<file path="config.mk">
export PLATFORM = sky130hd
export DESIGN_NAME = rccs_ctrl
export DESIGN_NICKNAME = d
export VERILOG_FILES = /design/src/sv/rccs_pkg.sv /design/src/sv/rccs_ctrl.sv
export SDC_FILE = /design/constraint.sdc
export NUM_CORES = 1
export LEC_CHECK = 0
export BUFFER_PORTS_ARGS = -buffer_cell sky130_fd_sc_hd__buf_2
export CAP_MARGIN = 10
export CORE_AREA = 2 2 39 41
export CTS_CLUSTER_SIZE = 40
export DETAILED_ROUTE_END_ITERATION = 12
export DIE_AREA = 0 0 41 43
export SETUP_SLACK_MARGIN = 0.1
export SLEW_MARGIN = 20
export SYNTH_ARGS = -nofsm -noshare
export SYNTH_HDL_FRONTEND = slang
export SYNTH_SLANG_ARGS = --single-unit
</file>
<file path="constraint.sdc">
create_clock -name clk -period 1.6 [get_ports clk]
set_clock_uncertainty 0.2 [all_clocks]
set_input_delay 0.08 -clock clk [delete_from_list [all_inputs] [get_ports clk]]
set_output_delay 0.08 -clock clk [all_outputs]
set_load 0.005 [all_outputs]
</file>
<file path="src/sv/rccs_pkg.sv">
// Shared types and constants of the range coverage cluster selector.
`default_nettype none
package rccs_pkg;

    localparam int TABLE_DEPTH = 1024;
    localparam int ADDR_W      = $clog2(TABLE_DEPTH);
    localparam int BND_W       = $clog2(TABLE_DEPTH + 1);

    localparam int CP_W        = 21;
    localparam int IDX_W       = 10;
    localparam int COUNT_W     = 11;
    localparam int FACE_W      = 3;
    localparam int SRC_W       = 2;
    localparam int ENTRY_W     = FACE_W + 2 * CP_W;

    // op codes
    localparam logic OP_WRITE  = 1'b0;
    localparam logic OP_LOOKUP = 1'b1;

    // coverage set bits
    localparam logic [FACE_W-1:0] FACE_EMOJI = 3'h1;
    localparam logic [FACE_W-1:0] FACE_MONO  = 3'h2;
    localparam logic [FACE_W-1:0] FACE_TEXT  = 3'h4;
    localparam logic [FACE_W-1:0] FACE_ALL   = 3'h7;

    // source choice codes
    localparam logic [SRC_W-1:0] SRC_NONE  = 2'd0;
    localparam logic [SRC_W-1:0] SRC_MONO  = 2'd1;
    localparam logic [SRC_W-1:0] SRC_EMOJI = 2'd2;
    localparam logic [SRC_W-1:0] SRC_TEXT  = 2'd3;

    typedef enum logic [2:0] {
        ST_IDLE,
        ST_SEARCH,
        ST_CMP,
        ST_HIT,
        ST_FINISH
    } rccs_state_t;

    typedef struct packed {
        logic write;       // store the accepted entry
        logic start;       // latch lookup request, open search bounds
        logic rd_en;       // table read
        logic rd_low;      // read at low bound rather than midpoint
        logic step;        // narrow bounds from read data
        logic merge_hit;   // AND candidate entry's set into mask
        logic merge_miss;  // no entry holds the point: mask clears
        logic emit;        // load result register, mask back to all ones
    } rccs_cmd_t;

    typedef struct packed {
        logic search_open;   // low < high
        logic low_in_range;  // low < entry count
        logic last_item;     // request closes a cluster
        logic out_blocked;   // result register full and stalled
    } rccs_sts_t;

endpackage
`default_nettype wire

</file>
<file path="src/sv/rccs_ctrl.sv">
// Sequencer: request acceptance, binary search steps, result hand-off.
`default_nettype none
module rccs_ctrl (
    input  wire logic              clk,
    input  wire logic              rst_n,
    input  wire logic              in_valid,
    input  wire logic              op,
    input  rccs_pkg::rccs_sts_t    sts,
    output rccs_pkg::rccs_cmd_t    cmd,
    output logic                   in_stall
);

    rccs_pkg::rccs_state_t state_reg;
    rccs_pkg::rccs_state_t state_next;

    always_ff @(posedge clk or negedge rst_n)
    begin
        if (!rst_n)
        begin
            state_reg <= rccs_pkg::ST_IDLE;
        end
        else
        begin
            state_reg <= state_next;
        end
    end

    always_comb
    begin
        state_next = state_reg;
        unique case (state_reg)
            rccs_pkg::ST_IDLE:
            begin
                if (in_valid && op == rccs_pkg::OP_LOOKUP)
                begin
                    state_next = rccs_pkg::ST_SEARCH;
                end
            end
            rccs_pkg::ST_SEARCH:
            begin
                if (sts.search_open)
                begin
                    state_next = rccs_pkg::ST_CMP;
                end
                else if (sts.low_in_range)
                begin
                    state_next = rccs_pkg::ST_HIT;
                end
                else
                begin
                    state_next = rccs_pkg::ST_FINISH;
                end
            end
            rccs_pkg::ST_CMP:
            begin
                state_next = rccs_pkg::ST_SEARCH;
            end
            rccs_pkg::ST_HIT:
            begin
                state_next = rccs_pkg::ST_FINISH;
            end
            rccs_pkg::ST_FINISH:
            begin
                if (!sts.last_item || !sts.out_blocked)
                begin
                    state_next = rccs_pkg::ST_IDLE;
                end
            end
            default:
            begin
                state_next = rccs_pkg::ST_IDLE;
            end
        endcase
    end

    always_comb
    begin
        cmd      = '0;
        in_stall = 1'b1;
        unique case (state_reg)
            rccs_pkg::ST_IDLE:
            begin
                in_stall = 1'b0;
                if (in_valid)
                begin
                    cmd.write = (op == rccs_pkg::OP_WRITE);
                    cmd.start = (op == rccs_pkg::OP_LOOKUP);
                end
            end
            rccs_pkg::ST_SEARCH:
            begin
                if (sts.search_open)
                begin
                    cmd.rd_en = 1'b1;
                end
                else if (sts.low_in_range)
                begin
                    cmd.rd_en  = 1'b1;
                    cmd.rd_low = 1'b1;
                end
                else
                begin
                    cmd.merge_miss = 1'b1;
                end
            end
            rccs_pkg::ST_CMP:
            begin
                cmd.step = 1'b1;
            end
            rccs_pkg::ST_HIT:
            begin
                cmd.merge_hit = 1'b1;
            end
            rccs_pkg::ST_FINISH:
            begin
                cmd.emit = sts.last_item && !sts.out_blocked;
            end
            default:
            begin
                cmd = '0;
            end
        endcase
    end

endmodule
`default_nettype wire

</file>
After elaboration in Yosys (flattened, before gate mapping)
Cells that the tools add are included.
{ "totals": {"register_bits": 3, "output_inout_bits": 9} }
{ "op_classes": {"eq_ne": 6, "n_mux": 18, "n_bitwise": 1, "n_reduce_logical": 7} }
{ "op_table": {"columns": ["operator", "count"], "rows": [
  ["3-bit one-hot mux with 5 select lines", 1],
  ["3-bit two-way mux", 4],
  ["1-bit two-way mux", 9],
  ["2-bit two-way mux", 4],
  ["3-bit by 2-bit equality test with 1-bit output (second input constant)", 2],
  ["2-bit inequality test (second input constant)", 2],
  ["3-bit by 1-bit equality test with 1-bit output (second input constant)", 1],
  ["3-bit equality test (second input constant)", 1],
  ["3-bit zero test", 1],
  ["1-bit logical AND", 2],
  ["1-bit zero test", 2],
  ["2-bit AND reduction", 1],
  ["1-bit logical OR", 1],
  ["1-bit NOT", 1]
]} }

Logic depth before layout (Yosys ltp)
{ "depth": {"ltp_word": 4, "ltp_mapped": 3, "mapped_depth_nobuf": 3} }

Least setup slack after synthesis
No wires, ideal clock.
{ "synth_path": {"path_type": "flip-flop to output port", "start": "register state_reg[1]", "end": "output cmd[4] in the netlist's numbering", "t_arrival_ps": 954, "required_ps": 1320, "slack_ps": 366, "stages_incl_launch_ff": 3, "cell_sequence": "dfrtp_1 > or3b_4 > nor2_1"} }
{ "synth_rtl": {"columns": ["item", "line_no", "text"], "rows": [
  ["start, declared", "rccs_ctrl.sv:13", "rccs_pkg::rccs_state_t state_reg;"],
  ["start signal, assigned", "rccs_ctrl.sv:20", "state_reg <= rccs_pkg::ST_IDLE;"],
  ["start signal, assigned", "rccs_ctrl.sv:24", "state_reg <= state_next;"],
  ["end, declared", "rccs_ctrl.sv:9", "output rccs_pkg::rccs_cmd_t cmd,"]
]} }

==> results.sh <==
export IMPL_syn_inst=23
export IMPL_clockRootBuffer="clkbuf_4"
export IMPL_fillCellCount=154
export IMPL_clockBufferDepth=2
export IMPL_row_count=14
export IMPL_p_sw_frac=0.346
export IMPL_io_buffers=16
export IMPL_yosys_area_top_type="dfrtp_1"
export IMPL_finalInstanceArea_um2=418
export IMPL_synth_ff_latch_count=3
export IMPL_max_vdd_ir_drop_mv=0.543
export IMPL_fin_ws_ns=0.0102
export IMPL_worst_pin_slew_ns=0.253
export IMPL_cts_sinks=3
export IMPL_reg2reg_to="state_reg[0]"
export IMPL_max_freq_mhz=629
export IMPL_clk_pin_slew_ns=0.04
export IMPL_max_cap_violations=0
export IMPL_min_from="in_valid"
export IMPL_fin_util=0.302
export IMPL_status="finished, final reports clean"
export IMPL_yosysMostFrequentCell="nor2_1"
export IMPL_drv_slew=0
export IMPL_critPathMaxFanout=6
export IMPL_io_pins=17
export IMPL_finalSetupTns_ns=0
export IMPL_drc_errors=0
export IMPL_yosysWarnings=0
export IMPL_grt_overflow=0
export IMPL_syn_area_um2=210
export IMPL_r2r_start="state_reg[2]"
export IMPL_post_drt_wl_per_cell_um=8.91
export IMPL_drive_gt1_frac=0.580
export IMPL_clkPwrFrac=0.228
export IMPL_wl_um=588
export IMPL_relSlewSlack=0.831
export IMPL_holdPathEnd="state_reg[0]"
export IMPL_num_vias=268
export IMPL_hold_depth=3
export IMPL_seq_power_share=0.259
export IMPL_period_minus_slack_ns=1.59
export IMPL_place_congestion=0.685
export IMPL_hold_path_class="primary input to flop"
export IMPL_final_antenna_net_count=0
export IMPL_hpwlAfterDp_um=452
export IMPL_coreArea_um2=1380
export IMPL_area_growth_pct=98.8
export IMPL_cellPowerDensity_nw_per_um2=1390
export IMPL_diodes=0
export IMPL_yosysSeqAreaShare=0.357
export IMPL_antenna_found_initial=0
export IMPL_syn_avg_cell_area_um2=9.14
export IMPL_initial_core_util=0.152
export IMPL_async_flop_share=1.00
export IMPL_synth_ff_type="dfrtp_1"
export IMPL_die_w_um=41
export IMPL_worst_ep_arrival_time_ns=1.31
export IMPL_dr_first_iter_drc_count=1
export IMPL_rsz0062_at_grt="yes"
export IMPL_post_place_ws_ns=0.226
export IMPL_fin_crit_sh=0.994
export IMPL_clk_latency_ns=0.23
export IMPL_synth_top_area_frac=0.357
export IMPL_tritoncts="built"
export IMPL_synth_edff_count=0
export IMPL_setup_worst_path_start_class="flop"
export IMPL_setup_viol=0
export IMPL_nets=59
export IMPL_grt_pass1_wl_um=862
export IMPL_vias_per_cell=4.06
export IMPL_ff2ff_path_depth=2
export IMPL_grt_pass1_vias=235
export IMPL_drt_pass1_iter_count=2
export IMPL_wl_met3_um=56
export IMPL_dr_wl_met2_um=265
export IMPL_largest_register_ff_count=3
export IMPL_combPwrFrac=0.513
export IMPL_synthTopCellsByCount="4 x nor2_1, 3 x dfrtp_1, 2 x inv_1, 2 x nor3b_1"
export IMPL_p_int_uw=379
export IMPL_cts_buffers=3
export IMPL_die_height_um=43
export IMPL_leakage_uw=0.000221
export IMPL_finalHoldViolations=0
export IMPL_grt_total_usage=0.0775
export IMPL_crit_path_end_kind="output pin"
export IMPL_maxUsedRoutingLayer="met3"
export IMPL_p_sw_uw=200
export IMPL_grt_max_degree=8
export IMPL_placed_area_um2=310
export IMPL_synth_area_leaders="dfrtp_1 36%, nor2_1 7.1%, nor3b_1 7.1%, and4bb_1 6.0%, a32o_2 5.4%"
export IMPL_synth_distinct_cells=16
export IMPL_rrSetupSlack_ns=0.30
export IMPL_worstSetupPathType="flop to output pin"
export IMPL_die_area_um2=1760
export IMPL_cts_max_level=1
export IMPL_met1_length_um=266
export IMPL_crit_required_ns=1.32
export IMPL_syn_nets=31
export IMPL_hold_slack_ns=0.0275
==> layer usage <==
metal  global-route usage  vias to the layer above
li1                     -                      138
met3               0.0314                        0
met5                    0                        -
met4               0.0800                        0
met1               0.0874                      119
met2                0.100                       11
==> worst max-delay path by stage <==
stage / start / end / cells after the start
6_report: state_reg[2] / cmd[1] / 3
5_1_grt: state_reg[2] / cmd[5] / 3
4_1_cts: state_reg[1] / cmd[1] / 3
3_5_place_dp: state_reg[1] / cmd[1] / 3
3_3_place_gp: state_reg[1] / cmd[1] / 3
2_1_floorplan: state_reg[1] / cmd[4] / 2
==> critical path, cell delays in order (launching register included) <==
cell	delay [ns]
dfrtp_2	0.43
or3b_4	0.42
nor3_2	0.10
buf_2	0.13
==> cells in the final DEF (no fill, tap or decap) <==
cell / synthesis / routed
clkbuf_4: 0 / 3
buf_2: 0 / 16
a21oi_1: 1 / 1
nor2b_1: 1 / 1
o32ai_1: 1 / 1
a32o_2: 1 / 1
nor2_1: 4 / 4
o21bai_1: 1 / 1
nor3b_2: 0 / 1
dlygate4sd3_1: 0 / 5
nor3b_1: 2 / 1
dfrtp_1: 3 / 1
and4bb_1: 1 / 1
and3_2: 1 / 1
dfrtp_2: 0 / 2
and3_1: 1 / 1
inv_1: 2 / 2
clkbuf_1: 0 / 1
buf_4: 0 / 1
or3b_4: 1 / 1
buf_6: 0 / 1
nand2b_1: 1 / 1
nor3_2: 1 / 2
==> what timing repair did <==
item	4_1_cts	5_1_grt
setup buffers	1	1
hold endpoints to repair	6	0
hold buffers	5	0
setup endpoints to repair	5	5
pin swaps	2	1
gates resized for setup	3	2
==> cells by family after synthesis <==
kind of cell | after synthesis | synth area share
DFF | 3 | 0.357
buffers and inverters | 2 | 0.0357
AOI/OAI and AO/OA | 4 | 0.155
and+or+nand+nor | 14 | 0.452
==> power groups by stage <==
stage / combinational [µW] / sequential [µW] / clock, µW
global placement: 231 / 148 / 0
detailed placement: 233 / 151 / 0
finish: 297 / 150 / 132
floorplan: 145 / 140 / 0
global route: 338 / 153 / 148
CTS: 272 / 155 / 142
==> area by class of cell <==
cell class / count / area [µm²] / area share
Clock buffer: 4 / 26.3 / 0.0629
Inverter: 2 / 7.51 / 0.0180
Multi-Input combinational cell: 18 / 138 / 0.329
Sequential cell: 3 / 77.6 / 0.186
Tap cell: 16 / 20.0 / 0.0479
Timing Repair Buffer: 23 / 149 / 0.356
==> stage by stage <==
stage / std cells / total power, µW
4_1_cts: 65 / 569
3_5_place_dp: 55 / 385
3_3_place_gp: 55 / 379
5_1_grt: 66 / 639
2_1_floorplan: 23 / 285
6_report: 66 / 579
(Power assumes the default switching activity.)
